**src/hw/rtl/tvsg_pkg.sv**
```systemverilog
// ----------------------------------------------------------------------------
// tvsg_pkg: shared types and constants of the three-voice sound generator
// Item structs, operation codes and the bus register map.
// ----------------------------------------------------------------------------
`timescale 1ns / 1ps

package tvsg_pkg;

	// Operation codes carried in the opcode field
	localparam logic [1:0] OP_TICK   = 2'd0;
	localparam logic [1:0] OP_SELECT = 2'd1;
	localparam logic [1:0] OP_WRITE  = 2'd2;
	localparam logic [1:0] OP_READ   = 2'd3;

	// Bus register map
	localparam logic [3:0] REG_TONE_A_LO  = 4'd0;
	localparam logic [3:0] REG_TONE_A_HI  = 4'd1;
	localparam logic [3:0] REG_TONE_B_LO  = 4'd2;
	localparam logic [3:0] REG_TONE_B_HI  = 4'd3;
	localparam logic [3:0] REG_TONE_C_LO  = 4'd4;
	localparam logic [3:0] REG_TONE_C_HI  = 4'd5;
	localparam logic [3:0] REG_NOISE_PER  = 4'd6;
	localparam logic [3:0] REG_MIXER      = 4'd7;
	localparam logic [3:0] REG_AMP_A      = 4'd8;
	localparam logic [3:0] REG_AMP_B      = 4'd9;
	localparam logic [3:0] REG_AMP_C      = 4'd10;
	localparam logic [3:0] REG_ENV_PER_LO = 4'd11;
	localparam logic [3:0] REG_ENV_PER_HI = 4'd12;
	localparam logic [3:0] REG_ENV_SHAPE  = 4'd13;
	localparam logic [3:0] REG_PORT_A     = 4'd14;
	localparam logic [3:0] REG_PORT_B     = 4'd15;

	localparam int         NUM_VOICES = 3;
	localparam logic [4:0] ENV_TOP    = 5'd31;
	localparam logic [16:0] ENV_STEP  = 17'd2;
	localparam logic [16:0] LFSR_SEED = 17'd1;

	typedef struct packed {
		logic [1:0] opcode;
		logic [7:0] data_byte;
	} req_item_t;

	typedef struct packed {
		logic [4:0] level_a;
		logic [4:0] level_b;
		logic [4:0] level_c;
		logic [7:0] read_data;
	} rsp_item_t;

endpackage

```
**src/hw/rtl/tvsg_engine.sv**
```systemverilog
// ----------------------------------------------------------------------------
// tvsg_engine: register file and tone, noise and envelope generators
// Updates state on each accepted item and forms its result in the same cycle.
// ----------------------------------------------------------------------------
`timescale 1ns / 1ps

module tvsg_engine
	import tvsg_pkg::*;
(
	input  logic      clk,
	input  logic      arst_n,
	input  logic      en,
	input  req_item_t req,
	output rsp_item_t rsp
);

	logic [11:0] tone_per_q   [NUM_VOICES];
	logic [3:0]  tone_spare_q [NUM_VOICES];
	logic [11:0] tone_cnt_q   [NUM_VOICES];
	logic        tone_lvl_q   [NUM_VOICES];
	logic [7:0]  amp_q        [NUM_VOICES];
	logic [7:0]  noise_per_q;
	logic [4:0]  noise_cnt_q;
	logic        noise_half_q;
	logic        noise_lvl_q;
	logic [16:0] lfsr_q;
	logic [7:0]  mixer_q;
	logic [15:0] env_per_q;
	logic [16:0] env_cnt_q;
	logic [7:0]  env_shape_q;
	logic        env_hold_q;
	logic        env_rise_q;
	logic [4:0]  env_lvl_q;
	logic [7:0]  port_a_q;
	logic [7:0]  port_b_q;
	logic [3:0]  sel_q;

	// Tick next state
	logic [11:0] tone_inc   [NUM_VOICES];
	logic        tone_fire  [NUM_VOICES];
	logic [11:0] tone_cnt_n [NUM_VOICES];
	logic        tone_lvl_n [NUM_VOICES];
	logic [4:0]  noise_inc;
	logic        noise_fire;
	logic [4:0]  noise_cnt_n;
	logic        noise_half_n;
	logic        noise_lvl_n;
	logic [16:0] lfsr_n;
	logic [16:0] env_inc;
	logic [16:0] env_cnt_n;
	logic        env_hold_n;
	logic        env_rise_n;
	logic [4:0]  env_lvl_n;
	logic [4:0]  voice_lvl  [NUM_VOICES];
	logic [7:0]  rd_data;

	always_comb begin
		for (int i = 0; i < NUM_VOICES; i++) begin
			tone_inc[i]   = tone_cnt_q[i] + 12'd1;
			tone_fire[i]  = (tone_inc[i] >= tone_per_q[i]);
			tone_cnt_n[i] = tone_fire[i] ? 12'd0 : tone_inc[i];
			tone_lvl_n[i] = tone_lvl_q[i] ^ tone_fire[i];
		end
	end

	assign noise_inc    = noise_cnt_q + 5'd1;
	assign noise_fire   = (noise_inc >= noise_per_q[4:0]);
	assign noise_cnt_n  = noise_fire ? 5'd0 : noise_inc;
	assign noise_half_n = noise_half_q ^ noise_fire;

	// Shift the LFSR on every second period event
	always_comb begin
		noise_lvl_n = noise_lvl_q;
		lfsr_n      = lfsr_q;
		if (noise_fire && !noise_half_q) begin
			noise_lvl_n = ~lfsr_q[0];
			lfsr_n      = {lfsr_q[0] ^ lfsr_q[3], lfsr_q[16:1]};
		end
	end

	assign env_inc = env_cnt_q + ENV_STEP;

	always_comb begin
		env_cnt_n  = env_cnt_q;
		env_hold_n = env_hold_q;
		env_rise_n = env_rise_q;
		env_lvl_n  = env_lvl_q;
		if (!env_hold_q) begin
			if (env_inc < {1'b0, env_per_q}) begin
				env_cnt_n = env_inc;
			end else begin
				env_cnt_n = '0;
				if (!env_rise_q && env_lvl_q != 5'd0) begin
					env_lvl_n = env_lvl_q - 5'd1;
				end else if (env_rise_q && env_lvl_q != ENV_TOP) begin
					env_lvl_n = env_lvl_q + 5'd1;
				end else if (!env_shape_q[3]) begin
					// no repeat: drop to silence and stay there
					env_lvl_n  = 5'd0;
					env_hold_n = 1'b1;
				end else if (env_shape_q[0]) begin
					if (env_shape_q[1]) begin
						env_lvl_n = ~env_lvl_q;
					end
					env_hold_n = 1'b1;
				end else if (env_shape_q[1]) begin
					env_rise_n = ~env_rise_q;
				end else begin
					env_lvl_n = env_rise_q ? 5'd0 : ENV_TOP;
				end
			end
		end
	end

	// Mixer gating and level choice per voice
	always_comb begin
		for (int i = 0; i < NUM_VOICES; i++) begin
			if ((tone_lvl_n[i] | mixer_q[i]) & (noise_lvl_n | mixer_q[i + 3])) begin
				voice_lvl[i] = amp_q[i][4] ? env_lvl_n : {amp_q[i][3:0], 1'b1};
			end else begin
				voice_lvl[i] = 5'd0;
			end
		end
	end

	always_comb begin
		unique case (sel_q)
			REG_TONE_A_LO:  rd_data = tone_per_q[0][7:0];
			REG_TONE_A_HI:  rd_data = {tone_spare_q[0], tone_per_q[0][11:8]};
			REG_TONE_B_LO:  rd_data = tone_per_q[1][7:0];
			REG_TONE_B_HI:  rd_data = {tone_spare_q[1], tone_per_q[1][11:8]};
			REG_TONE_C_LO:  rd_data = tone_per_q[2][7:0];
			REG_TONE_C_HI:  rd_data = {tone_spare_q[2], tone_per_q[2][11:8]};
			REG_NOISE_PER:  rd_data = noise_per_q;
			REG_MIXER:      rd_data = mixer_q;
			REG_AMP_A:      rd_data = amp_q[0];
			REG_AMP_B:      rd_data = amp_q[1];
			REG_AMP_C:      rd_data = amp_q[2];
			REG_ENV_PER_LO: rd_data = env_per_q[7:0];
			REG_ENV_PER_HI: rd_data = env_per_q[15:8];
			REG_ENV_SHAPE:  rd_data = env_shape_q;
			REG_PORT_A:     rd_data = port_a_q;
			REG_PORT_B:     rd_data = port_b_q;
			default:        rd_data = port_b_q;
		endcase
	end

	always_comb begin
		rsp = '0;
		unique case (req.opcode)
			OP_TICK: begin
				rsp.level_a = voice_lvl[0];
				rsp.level_b = voice_lvl[1];
				rsp.level_c = voice_lvl[2];
			end
			OP_READ:   rsp.read_data = rd_data;
			OP_SELECT,
			OP_WRITE:  rsp = '0;
			default:   rsp = '0;
		endcase
	end

	always_ff @(posedge clk or negedge arst_n) begin
		if (!arst_n) begin
			for (int i = 0; i < NUM_VOICES; i++) begin
				tone_per_q[i]   <= '0;
				tone_spare_q[i] <= '0;
				tone_cnt_q[i]   <= '0;
				tone_lvl_q[i]   <= 1'b0;
				amp_q[i]        <= '0;
			end
			noise_per_q  <= '0;
			noise_cnt_q  <= '0;
			noise_half_q <= 1'b0;
			noise_lvl_q  <= 1'b0;
			lfsr_q       <= LFSR_SEED;
			mixer_q      <= '0;
			env_per_q    <= '0;
			env_cnt_q    <= '0;
			env_shape_q  <= '0;
			env_hold_q   <= 1'b0;
			env_rise_q   <= 1'b0;
			env_lvl_q    <= '0;
			port_a_q     <= '0;
			port_b_q     <= '0;
			sel_q        <= '0;
		end else if (en) begin
			unique case (req.opcode)
				OP_TICK: begin
					for (int i = 0; i < NUM_VOICES; i++) begin
						tone_cnt_q[i] <= tone_cnt_n[i];
						tone_lvl_q[i] <= tone_lvl_n[i];
					end
					noise_cnt_q  <= noise_cnt_n;
					noise_half_q <= noise_half_n;
					noise_lvl_q  <= noise_lvl_n;
					lfsr_q       <= lfsr_n;
					env_cnt_q    <= env_cnt_n;
					env_hold_q   <= env_hold_n;
					env_rise_q   <= env_rise_n;
					env_lvl_q    <= env_lvl_n;
				end
				OP_SELECT: sel_q <= req.data_byte[3:0];
				OP_WRITE: begin
					unique case (sel_q)
						REG_TONE_A_LO:  tone_per_q[0][7:0] <= req.data_byte;
						REG_TONE_A_HI: begin
							tone_per_q[0][11:8] <= req.data_byte[3:0];
							tone_spare_q[0]     <= req.data_byte[7:4];
						end
						REG_TONE_B_LO:  tone_per_q[1][7:0] <= req.data_byte;
						REG_TONE_B_HI: begin
							tone_per_q[1][11:8] <= req.data_byte[3:0];
							tone_spare_q[1]     <= req.data_byte[7:4];
						end
						REG_TONE_C_LO:  tone_per_q[2][7:0] <= req.data_byte;
						REG_TONE_C_HI: begin
							tone_per_q[2][11:8] <= req.data_byte[3:0];
							tone_spare_q[2]     <= req.data_byte[7:4];
						end
						REG_NOISE_PER:  noise_per_q <= req.data_byte;
						REG_MIXER:      mixer_q <= req.data_byte;
						REG_AMP_A:      amp_q[0] <= req.data_byte;
						REG_AMP_B:      amp_q[1] <= req.data_byte;
						REG_AMP_C:      amp_q[2] <= req.data_byte;
						REG_ENV_PER_LO: env_per_q[7:0] <= req.data_byte;
						REG_ENV_PER_HI: env_per_q[15:8] <= req.data_byte;
						REG_ENV_SHAPE: begin
							// restart the envelope; the counter keeps running
							env_shape_q <= req.data_byte;
							env_hold_q  <= 1'b0;
							env_rise_q  <= req.data_byte[2];
							env_lvl_q   <= req.data_byte[2] ? 5'd0 : ENV_TOP;
						end
						REG_PORT_A:     port_a_q <= req.data_byte;
						REG_PORT_B:     port_b_q <= req.data_byte;
						default:        port_b_q <= req.data_byte;
					endcase
				end
				OP_READ: sel_q <= sel_q;
				default: sel_q <= sel_q;
			endcase
		end
	end

`ifndef SYNTH
	a_lfsr_nonzero: assert property (@(posedge clk) disable iff (!arst_n)
		lfsr_q != 17'd0)
		else $error("noise LFSR reached the all-zero state");

	a_shape_restart: assert property (@(posedge clk) disable iff (!arst_n)
		en && req.opcode == OP_WRITE && sel_q == REG_ENV_SHAPE |=> !env_hold_q)
		else $error("envelope still holding after shape write");

	a_counters_idle: assert property (@(posedge clk) disable iff (!arst_n)
		en && req.opcode != OP_TICK |=> $stable(tone_cnt_q[0]) && $stable(noise_cnt_q)
			&& $stable(env_cnt_q))
		else $error("generator counter moved on a bus item");
`endif

endmodule

```
**src/hw/rtl/three_voice_sound_generator_core.sv**
```systemverilog
// ----------------------------------------------------------------------------
// three_voice_sound_generator_core: three-voice sound generator, bus and tick
// Results are registered in the output stage; a skid stage absorbs one item
// on output stall. Throughput: one item per cycle while the skid stage is empty.
// Reset: asynchronous, all generator state and registers cleared, LFSR set to 1.
// ----------------------------------------------------------------------------
`timescale 1ns / 1ps

module three_voice_sound_generator_core
	import tvsg_pkg::*;
(
	input  logic      clk,
	input  logic      arst_n,
	input  logic      req_valid,
	output logic      req_stall,
	input  req_item_t req_item,
	output logic      rsp_valid,
	input  logic      rsp_stall,
	output rsp_item_t rsp_item
);

	logic      accept;
	logic      take;
	rsp_item_t result;
	rsp_item_t out_q;
	rsp_item_t skid_q;
	logic      out_valid_q;
	logic      skid_valid_q;

	assign req_stall = skid_valid_q;
	assign accept    = req_valid && !skid_valid_q;
	assign take      = out_valid_q && !rsp_stall;
	assign rsp_valid = out_valid_q;
	assign rsp_item  = out_q;

	tvsg_engine u_engine (
		.clk    (clk),
		.arst_n (arst_n),
		.en     (accept),
		.req    (req_item),
		.rsp    (result)
	);

	always_ff @(posedge clk or negedge arst_n) begin
		if (!arst_n) begin
			out_valid_q  <= 1'b0;
			skid_valid_q <= 1'b0;
		end else if (take || !out_valid_q) begin
			out_valid_q  <= skid_valid_q || accept;
			skid_valid_q <= 1'b0;
		end else if (accept) begin
			// output held: park the item in the skid stage
			skid_valid_q <= 1'b1;
		end
	end

	always_ff @(posedge clk) begin
		if (take || !out_valid_q) begin
			out_q <= skid_valid_q ? skid_q : result;
		end else if (accept) begin
			skid_q <= result;
		end
	end

`ifndef SYNTH
	a_skid_behind_out: assert property (@(posedge clk) disable iff (!arst_n)
		skid_valid_q |-> out_valid_q)
		else $error("skid stage full while output register empty");

	a_skid_fill: assert property (@(posedge clk) disable iff (!arst_n)
		accept && out_valid_q && rsp_stall |=> skid_valid_q)
		else $error("item accepted under output stall was not parked");

	a_read_no_levels: assert property (@(posedge clk) disable iff (!arst_n)
		rsp_valid && rsp_item.read_data != 8'd0 |->
			rsp_item.level_a == 5'd0 && rsp_item.level_b == 5'd0
			&& rsp_item.level_c == 5'd0)
		else $error("read result carries channel levels");
`endif

endmodule

```
**config.mk**
```make
export PLATFORM = sky130hd
export DESIGN_NAME = three_voice_sound_generator_core
export DESIGN_NICKNAME = d
export VERILOG_FILES = /design/src/hw/rtl/tvsg_pkg.sv /design/src/hw/rtl/tvsg_engine.sv /design/src/hw/rtl/three_voice_sound_generator_core.sv
export SDC_FILE = /design/constraint.sdc
export NUM_CORES = 1
export LEC_CHECK = 0
export BUFFER_PORTS_ARGS = -buffer_cell sky130_fd_sc_hd__buf_2
export CAP_MARGIN = 5
export CORE_MARGIN = 2
export CORE_UTILIZATION = 41
export DETAILED_ROUTE_END_ITERATION = 6
export SLEW_MARGIN = 20
export SYNTH_ARGS = -nofsm -noshare
export SYNTH_HDL_FRONTEND = slang
export SYNTH_SLANG_ARGS = --single-unit
export TNS_END_PERCENT = 1
```
**constraint.sdc**
```tcl
create_clock -name clk -period 8.4 [get_ports clk]
set_clock_uncertainty 0.05 [all_clocks]
set_input_delay 1.68 -clock clk [delete_from_list [all_inputs] [get_ports clk]]
set_output_delay 1.68 -clock clk [all_outputs]
set_load 0.05 [all_outputs]
```
; Word-level counts from Yosys, hierarchy flattened
; Cells that the tools add are included.
[word_totals]
ff_bits = 267
inputBits = 14
output_inout_bits = 25
elab_cells = 189
[classes]
n_addsub = 7
order_cmp = 5
eq_ne = 27
mux = 47
bitwise = 19
n_reduce_logical = 40
[op_table]
columns = operator, n
row1 = case mux 8 bit (16 select lines), 1
row2 = 2-to-1 mux 5 bit, 18
row3 = AND reduction 3 bit, 19
row4 = adder 12 x 1 -> 12 bit (second input constant), 3
row5 = greater-or-equal comparator 12 bit, 3
row6 = 2-to-1 mux 12 bit, 3
row7 = == test 4 bit (second input constant), 8
row8 = 2-to-1 mux 23 bit, 1
row9 = 2-to-1 mux 1 bit, 18
row10 = adder 17 x 2 -> 17 bit (second input constant), 1
row11 = < comparator 17 x 16 -> 1 bit, 1
row12 = 2-to-1 mux 17 bit, 1
row13 = == test 4 x 3 -> 1 bit (second input constant), 4
row14 = 2-to-1 mux 15 bit, 1
row15 = adder 5 x 1 -> 5 bit (second input constant), 2
row16 = inequality test 2 bit (second input constant), 5
row17 = case mux 5 bit (2 select lines), 1
row18 = AND reduction 10 bit, 1
row19 = == test 4 x 2 -> 1 bit (second input constant), 2
row20 = 2-to-1 mux 8 bit, 1
row21 = inequality test 2 x 1 -> 1 bit (second input constant), 3
row22 = OR 1 bit, 6
row23 = AND reduction 2 bit, 3
row24 = greater-or-equal comparator 5 bit, 1
row25 = other kinds (17), 38

; Depth between registers and ports, before layout
; Gate-level depths: netlist of run 1.
[logic_depth]
depth_word = 12
depth_mapped = 17
ltp_nobuf = 15

; Cells and area by module
; A second synthesis of run 1 with hierarchy kept.
[hier_totals]
cells_unflattened = 1417
hier_area_um2 = 14547.7
[by_module_without_submodules]
columns = module, instances, cells_each, area_per_inst_um2, seq_area_each_um2
row1 = tvsg_engine, 1, 1338, 12715.9, 5456.5
row2 = three_voice_sound_generator_core, 1, 79, 1831.8, 1431.4

; Least setup slack after synthesis of run 1
; No wires, ideal clock.
[synth_timing]
path_type = register -> register
start = register u_engine.env_cnt_q[3]
end = register out_q, in the netlist rsp_item[12], data pin
setup_ps = 275
arrival_ps = 3465
required_time_ps = 8075
setup_slack_ps = 4610
stages_incl_launch_ff = 17
n_path_buf = 2
synth_period_minus_slack_ps = 3790
cell_sequence = dfrtp_1 -> clkbuf_1 -> nand3_1 -> nor2_1 -> and3_1 -> nand3_1 -> xnor2_1 -> ha_1 -> and2_1 -> a2111oi_0 -> nor3b_1 -> a211oi_2 -> or2_1 -> buf_2 -> a32oi_2 -> and2_1 -> o41ai_2
[synth_between]
elab_chain_len = 8
[synth_rtl]
columns = element, line_no
row1 = start: declaration, tvsg_engine.sv:29  ; logic [16:0] env_cnt_q;
row2 = start signal: assignment, tvsg_engine.sv:198  ; env_cnt_q <= env_cnt_n;
row3 = adder 17 x 2 -> 17 bit, tvsg_engine.sv:81  ; assign env_inc = env_cnt_q + ENV_STEP;
row4 = < comparator 17 x 16 -> 1 bit, tvsg_engine.sv:89  ; if (env_inc < {1'b0, env_per_q}) begin
row5 = 2-to-1 mux 5 bit, tvsg_engine.sv:89
row6 = 2-to-1 mux 5 bit, tvsg_engine.sv:88  ; if (!env_hold_q) begin
row7 = 2-to-1 mux 5 bit, tvsg_engine.sv:119  ; voice_lvl[i] = amp_q[i][4] ? env_lvl_n : {amp_q[i][3:0], 1'b1};
row8 = 2-to-1 mux 5 bit, tvsg_engine.sv:118  ; if ((tone_lvl_n[i] | mixer_q[i]) & (noise_lvl_n | mixer_q[i + 3])) begin
row9 = 2-to-1 mux 15 bit, tvsg_engine.sv:150  ; unique case (req.opcode)
row10 = 2-to-1 mux 23 bit, three_voice_sound_generator_core.sv:59  ; out_q <= skid_valid_q ? skid_q : result;
row11 = end signal: assignment, three_voice_sound_generator_core.sv:59
row12 = end: declaration, three_voice_sound_generator_core.sv:25  ; rsp_item_t out_q;
; No other way between the ends.
; A chain may end at the register's enable or synchronous reset.

; Worst setup path after layout of run 1
[layout_timing]
start = register u_engine.env_cnt_q[1]
end = register out_q, in the netlist rsp_item[12], data pin
; The elaborated chain is that of the path after synthesis.

==> results of run 1 <==
[sequential cells by signal (all words and copies together), names as in the netlist, 12 cells and up]
signal	cells
u_engine.amp_q	24
rsp_item	23
u_engine.env_per_q	16
u_engine.env_cnt_q	16
skid_q	23
u_engine.lfsr_q	17
u_engine.tone_spare_q	12
u_engine.tone_cnt_q	36
u_engine.tone_per_q	36
[metrics by stage]
step / cells / hold WS [ns] / power [mW] / util
6_report: 1895 / 0.4251 / 4.530 / 0.4585
5_1_grt: 1895 / 0.4585 / 4.804 / 0.4585
4_1_cts: 1894 / 0.4339 / 4.556 / 0.4581
3_5_place_dp: 1838 / 0.4208 / 3.234 / 0.4303
3_3_place_gp: 1838 / 0.4124 / 3.205 / 0.4303
2_1_floorplan: 1400 / 0.3960 / 2.791 / -
[synth_stat cells (8+ instances only)]
master | count | share of area
nand4_1 | 10 | 0.0043
o31ai_1 | 15 | 0.0077
nand2b_1 | 26 | 0.011
xor2_1 | 27 | 0.016
clkbuf_1 | 62 | 0.016
o211ai_1 | 15 | 0.0077
dfrtp_1 | 219 | 0.38
and3_1 | 16 | 0.0069
a21oi_1 | 38 | 0.013
mux2_2 | 152 | 0.12
buf_2 | 8 | 0.0027
and2_1 | 16 | 0.0069
a31oi_1 | 13 | 0.0056
nor3_1 | 15 | 0.0051
nor2_1 | 78 | 0.020
edfxtp_1 | 46 | 0.095
mux2i_1 | 29 | 0.020
xnor2_1 | 32 | 0.019
nor2b_1 | 16 | 0.0069
nand2_1 | 161 | 0.041
o21ai_0 | 101 | 0.035
ha_1 | 65 | 0.056
inv_1 | 73 | 0.019
a211o_1 | 8 | 0.0048
nand3_1 | 43 | 0.015
a21o_1 | 9 | 0.0046
a22oi_1 | 9 | 0.0046
[where the power goes]
part	internal (mW)	switching (mW)
Sequential	1.59	0.267
Combinational	0.554	0.811
Clock	0.761	0.547
Total	2.90	1.63
[routing by layer]
| layer | vias up | global-route usage | routed length, µm |
|---|---|---|---|
| met2 | 288 | 0.3264 | 17120 |
| met5 | - | 0 | 0 |
| met3 | 51 | 0.02582 | 2012 |
| met1 | 5223 | 0.2915 | 17380 |
| li1 | 5025 | - | - |
| met4 | 0 | 0.04287 | 615 |
[cell families (layout without fill, tap and decap cells)]
family	Yosys count	after routing	synth area share
compound gates	274	274	0.1273
mux	184	184	0.1412
buf+inv	150	184	0.03927
xor+xnor	59	59	0.03541
fa+ha+maj	65	65	0.05574
simple gates	402	402	0.1291
flops	266	266	0.4720
[final timing paths]
path | from | to | slack, ns | cells after the start
worst max-delay path | u_engine.env_cnt_q[1] | rsp_item[12] | 3.84 | 15
worst min-delay path | u_engine.noise_half_q | u_engine.noise_half_q | 0.43 | 2
worst max register to register | u_engine.env_cnt_q[1] | rsp_item[12] | 3.84 | 15
worst min register to register | u_engine.noise_half_q | u_engine.noise_half_q | 0.43 | 2
max in group asynchronous | arst_n | u_engine.tone_cnt_q[24] | 5.96 | 2
min in group asynchronous | arst_n | u_engine.tone_cnt_q[7] | 1.05 | 1
[worst register-to-register path, cell delays in order, from the launching register on]
cell,delay [ns]
dfrtp_1,0.42
and3_1,0.20
nand3_1,0.18
nor2_1,0.28
and3_1,0.27
nand3_1,0.11
xnor2_1,0.20
ha_1,0.27
and2_1,0.15
a2111oi_0,0.36
nor3b_1,0.39
a211oi_2,0.21
or2_1,0.48
a32oi_2,0.41
and2_1,0.21
o41ai_2,0.08
[cells in the final DEF, fill, tap and decap left out, types with 6 or more instances in the layout]
cell / netlist / final
clkinv_1: 1 / 6
nor2b_1: 16 / 16
clkbuf_16: 0 / 31
nand3_1: 43 / 43
buf_2: 8 / 37
mux2_2: 152 / 152
o31ai_1: 15 / 15
nand2_1: 161 / 160
a211o_1: 8 / 8
xor2_1: 27 / 27
o21ai_0: 101 / 101
nor3_1: 15 / 14
inv_1: 73 / 73
buf_4: 0 / 14
ha_1: 65 / 65
edfxtp_1: 46 / 46
a21o_1: 9 / 9
xnor2_1: 32 / 32
nor2_1: 78 / 77
nand4_1: 10 / 10
a31oi_1: 13 / 13
a21oi_1: 38 / 38
o211ai_1: 15 / 15
nand2b_1: 26 / 26
dfrtp_1: 219 / 219
and3_1: 16 / 16
a221oi_1: 6 / 6
clkinv_2: 0 / 6
and2_1: 16 / 16
mux2i_1: 29 / 29
a22oi_1: 9 / 9
o41ai_2: 6 / 6
[final cells by class]
type	instances	area, µm²	share of cell area
Timing Repair Buffer	54	324.1	0.02002
Multi-Input combinational cell	984	7141	0.4410
Tap cell	461	576.8	0.03563
Clock inverter	18	151.4	0.009351
Inverter	74	277.8	0.01716
Clock buffer	38	832.0	0.05139
Sequential cell	266	6888	0.4254
==> flow_metrics.env, run 1 <==
export IMPL_status="finished clean"
export IMPL_routed_wl_mm=37.13
export IMPL_core_um2=35310
export IMPL_path_cells="and3_1, nand3_1, nor2_1, and3_1, nand3_1, xnor2_1, ha_1, and2_1, a2111oi_0, nor3b_1, a211oi_2, or2_1, a32oi_2, and2_1, o41ai_2"
export IMPL_crit_required_ns=8.65
export IMPL_first_pass_iters=6
export IMPL_layout_setup_ws_ns=3.842
export IMPL_place_area_um2=15190
export IMPL_ys_ff_latch=266
export IMPL_die_w_um=192.7
export IMPL_gp_congestion=0.9038
export IMPL_post_cts_setup_buffers=0
export IMPL_routedWlPerCell_um=19.60
export IMPL_drt_iter0_drc=906
export IMPL_drc=0
export IMPL_ir_drop_v=0.0001626
export IMPL_n_antenna_cell=0
export IMPL_drv_cap=0
export IMPL_synth_ff_type="dfrtp_1"
export IMPL_die_height_um=192.7
export IMPL_synthDistinctLibCells=73
export IMPL_area_growth_pct=10.96
export IMPL_cp_start_kind="register"
export IMPL_worstPathMaxFanout=17
export IMPL_cp_top_family="simple AND/OR/NAND/NOR gates"
export IMPL_worstSetupEndpointType="register"
export IMPL_tns_ns=0
export IMPL_critPathMaxStageDelay_ns=0.48
export IMPL_drive_gt1_frac=0.1967
export IMPL_ios=39
export IMPL_start_util=0.4132
export IMPL_syn_area_per_cell_um2=10.42
export IMPL_synth_edf_count=46
export IMPL_synthCells=1400
export IMPL_cts_sinks=266
export IMPL_clockBufferDepth=3
export IMPL_grt_pass1_wl_mm=58.78
export IMPL_relSlewSlack=0.4154
export IMPL_finalNetCount=1490
export IMPL_cp_num_buf_inv=0
export IMPL_synthesis_area_um2=14590
export IMPL_via_per_inst=5.587
export IMPL_cts_resized=0
export IMPL_rsz0062_at_grt="false"
export IMPL_tightest_slew_ns=0.8737
export IMPL_first_global_vias=10290
export IMPL_fillers=3273
export IMPL_powerDensity_nw_per_um2=279.8
export IMPL_clock_latency_ns=0.57
export IMPL_cts_max_level=1
export IMPL_setup_viol=0
export IMPL_post_dp_hpwl_mm=25.55
export IMPL_grt_start_max_net_pins=81
export IMPL_io_buffers=38
export IMPL_drv_slew=0
export IMPL_row_count=69
export IMPL_vias=10590
export IMPL_hp_class="reg -> reg"
export IMPL_hold_buffers=0
export IMPL_yosysSeqAreaShare=0.4720
export IMPL_dp_slack_ns=3.850
export IMPL_cts_tree="built"
export IMPL_fmax_mhz=219.4
export IMPL_gr_total_overflow=0
export IMPL_antenna_found_initial=0
export IMPL_period_needed_ns=4.558
export IMPL_synth_async_reset_ratio=0.8271
export IMPL_die_area_um2=37110
export IMPL_track_usage=0.2025
export IMPL_numCtsBuffers=31
export IMPL_cp_slowest_cell="or2_1"
export IMPL_fin_area_um2=16190
export IMPL_critical_path_class="reg -> reg"
export IMPL_min_period_over_period=0.5426
export IMPL_synth_nets=1479
export IMPL_ys_warn_count=0
export IMPL_arrival_ns=4.81
export IMPL_ant_nets=0
export IMPL_clk_pin_slew_ns=0.06
export IMPL_hold_viol=0
export IMPL_leakage_nw=7.255
export IMPL_root_buffer="clkbuf_16"
Note: power is estimated with default switching activity, not from simulation.
==> run 2, diff against run 1 <==
--- a/config.mk
+++ b/config.mk
@@ -5,6 +5,7 @@
 export SDC_FILE = /design/constraint.sdc
 export NUM_CORES = 1
 export LEC_CHECK = 0
+export ABC_AREA = 1
 export BUFFER_PORTS_ARGS = -buffer_cell sky130_fd_sc_hd__buf_2
 export CAP_MARGIN = 5
 export CORE_MARGIN = 2
==> constraint.sdc (replaced) <==
create_clock -name clk -period 4.6 [get_ports clk]
set_clock_uncertainty 0.05 [all_clocks]
set_input_delay 0.92 -clock clk [delete_from_list [all_inputs] [get_ports clk]]
set_output_delay 0.92 -clock clk [all_outputs]
set_load 0.05 [all_outputs]
==> flow_metrics.env, run 2 <==
export IMPL_status="finished clean"
export IMPL_top_regs="u_engine.tone_cnt_q (36), u_engine.tone_per_q (36), u_engine.amp_q (24)"
export IMPL_first_pass_iters=6
export IMPL_cts_resized=0
export IMPL_cts_max_level=1
export IMPL_yosysMostFrequentCell="nand2_1"
export IMPL_arrival_ns=3.98
export IMPL_area_growth_pct=12.09
export IMPL_tns_ns=0
export IMPL_reg2reg_from="u_engine.tone_cnt_q[12]"
export IMPL_die_w_um=187.5
export IMPL_synth_nets=1712
export IMPL_leakage_nw=7.261
export IMPL_min_period_over_period=0.8120
export IMPL_post_cts_setup_buffers=0
export IMPL_drc=0
export IMPL_core_um2=33360
export IMPL_post_dp_hpwl_mm=24.55
export IMPL_ios=39
export IMPL_synth_ff_type="dfrtp_1"
export IMPL_clk_pin_slew_ns=0.06
export IMPL_routedWlPerCell_um=16.27
export IMPL_n_antenna_cell=0
export IMPL_root_buffer="clkbuf_16"
export IMPL_worstSetupEndpointType="register"
export IMPL_io_buffers=38
export IMPL_synth_edf_count=46
export IMPL_setup_viol=0
export IMPL_yosysSeqAreaShare=0.4990
export IMPL_place_area_um2=14440
export IMPL_antenna_found_initial=0
export IMPL_ys_ff_latch=266
export IMPL_routed_wl_mm=34.66
export IMPL_cts_sinks=266
export IMPL_clock_latency_ns=0.55
export IMPL_clockBufferDepth=3
export IMPL_via_per_inst=5.218
export IMPL_track_usage=0.1979
export IMPL_vias=11120
export IMPL_worstPathMaxFanout=7
export IMPL_critical_path_class="reg -> reg"
export IMPL_layout_common_cells="nand2_1 (417), o21ai_0 (227), dfrtp_1 (219)"
export IMPL_gr_total_overflow=0
export IMPL_synth_area_leaders="dfrtp_1 (40%), nand2_1 (11%), edfxtp_1 (10%)"
export IMPL_start_util=0.4137
export IMPL_relSlewSlack=0.3320
export IMPL_drive_gt1_frac=0.08259
export IMPL_ant_nets=0
export IMPL_tightest_slew_ns=1.002
export IMPL_drt_iter0_drc=883
export IMPL_crit_required_ns=4.84
export IMPL_synthCells=1633
export IMPL_rsz0062_at_grt="false"
export IMPL_synth_area_leader_cell="dfrtp_1"
export IMPL_grt_start_max_net_pins=124
export IMPL_final_common_cell="nand2_1"
export IMPL_drv_cap=0
export IMPL_ys_warn_count=0
export IMPL_grt_pass1_wl_mm=56.39
export IMPL_syn_area_per_cell_um2=8.453
export IMPL_period_needed_ns=3.735
export IMPL_numCtsBuffers=29
export IMPL_first_global_vias=10590
export IMPL_finalNetCount=1740
export IMPL_row_count=67
export IMPL_hold_buffers=0
export IMPL_die_area_um2=35150
export IMPL_synthesis_area_um2=13800
export IMPL_netlist_top_cells_count="nand2_1 (417), o21ai_0 (227), dfrtp_1 (219), inv_1 (200), nand3_1 (86)"
export IMPL_cp_start_kind="register"
export IMPL_hold_viol=0
export IMPL_fin_area_um2=15470
export IMPL_fmax_mhz=267.7
export IMPL_ir_drop_v=0.0002641
export IMPL_cts_tree="built"
export IMPL_synthDistinctLibCells=46
export IMPL_yosysTopAreaCellShare=0.3970
export IMPL_cp_startpoint="u_engine.tone_cnt_q[12]"
export IMPL_drv_slew=0
export IMPL_die_height_um=187.5
export IMPL_powerDensity_nw_per_um2=545.7
export IMPL_gp_congestion=0.8597
export IMPL_synth_async_reset_ratio=0.8271
export IMPL_hp_class="in -> async"
==> run 2: kinds of logic after synthesis <==
logic type | after synthesis | share of synthesized area
buffers and inverters | 254 | 0.07052
DFF | 266 | 0.4990
AOI/OAI and AO/OA | 377 | 0.1534
adders and majority gates | 65 | 0.05891
and+or+nand+nor | 632 | 0.1935
xor gates and xnor gates | 39 | 0.02474
==> run 2: layer usage <==
metal / routed length (µm) / up-vias / global-route usage
met4: 815 / 0 / 0.04936
met5: 0 / - / 0
met2: 15630 / 311 / 0.3168
met3: 1955 / 56 / 0.02377
met1: 16260 / 5259 / 0.2868
li1: - / 5494 / -
==> run 2: per-stage QoR <==
step	util	power (mW)	setup WS [ns]	cells	hold slack (ns)
after detailed placement	0.4327	5.956	0.8919	2078	0.4185
final	0.4638	8.444	0.8648	2131	0.4168
after global placement	0.4327	5.866	0.9399	2078	0.4159
after global routing	0.4638	9.051	0.4619	2131	0.4518
after CTS	0.4638	8.492	0.8497	2131	0.4344
after floorplan	-	5.207	1.560	1633	0.3979
==> run 2: worst paths after layout <==
check | endpoint | slack (ns) | depth (start not counted)
worst max-delay path | rsp_item[13] | 0.86 | 21
worst min-delay path | u_engine.env_cnt_q[3] | 0.42 | 1
worst max register to register | rsp_item[13] | 0.86 | 21
worst min register to register | u_engine.env_per_q[3] | 0.43 | 2
max in group asynchronous | u_engine.tone_cnt_q[0] | 3.11 | 2
min in group clk | u_engine.env_per_q[3] | 0.43 | 2
==> run 2: worst max-delay path: stages (launching register included) <==
cell and delay [ns]:
dfrtp_1 0.37, ha_1 0.19, nand3_1 0.12, nor3_1 0.34, nand3_1 0.16, nor2_1 0.15
xor2_1 0.15, inv_1 0.07, ha_1 0.27, nand2_1 0.06, nor2_1 0.18, nand2_1 0.08
nand2_1 0.06, a31oi_1 0.04, nand2_1 0.13, inv_1 0.14, nand2_1 0.11, nand3_1 0.15
nand2_1 0.31, inv_1 0.16, nand3_1 0.11, nand2_1 0.07
==> run 2: report_power, final <==
group | internal (mW) | leakage, nW | total [mW] | switching [mW]
Sequential | 2.94 | 3.34 | 3.33 | 0.393
Combinational | 0.873 | 3.41 | 2.60 | 1.72
Clock | 1.53 | 0.515 | 2.52 | 0.984
Total | 5.34 | 7.26 | 8.44 | 3.10
==> run 2: cell type report <==
cell class | instances | area (µm²)
inverters | 205 | 769.5
repair buffers | 46 | 272.8
flip-flops and latches | 266 | 6888
fillers | 3291 | 17890
clock inverters | 18 | 227.7
multi-input cells | 1113 | 5946
clock buffers | 35 | 809.5
well taps | 448 | 560.5
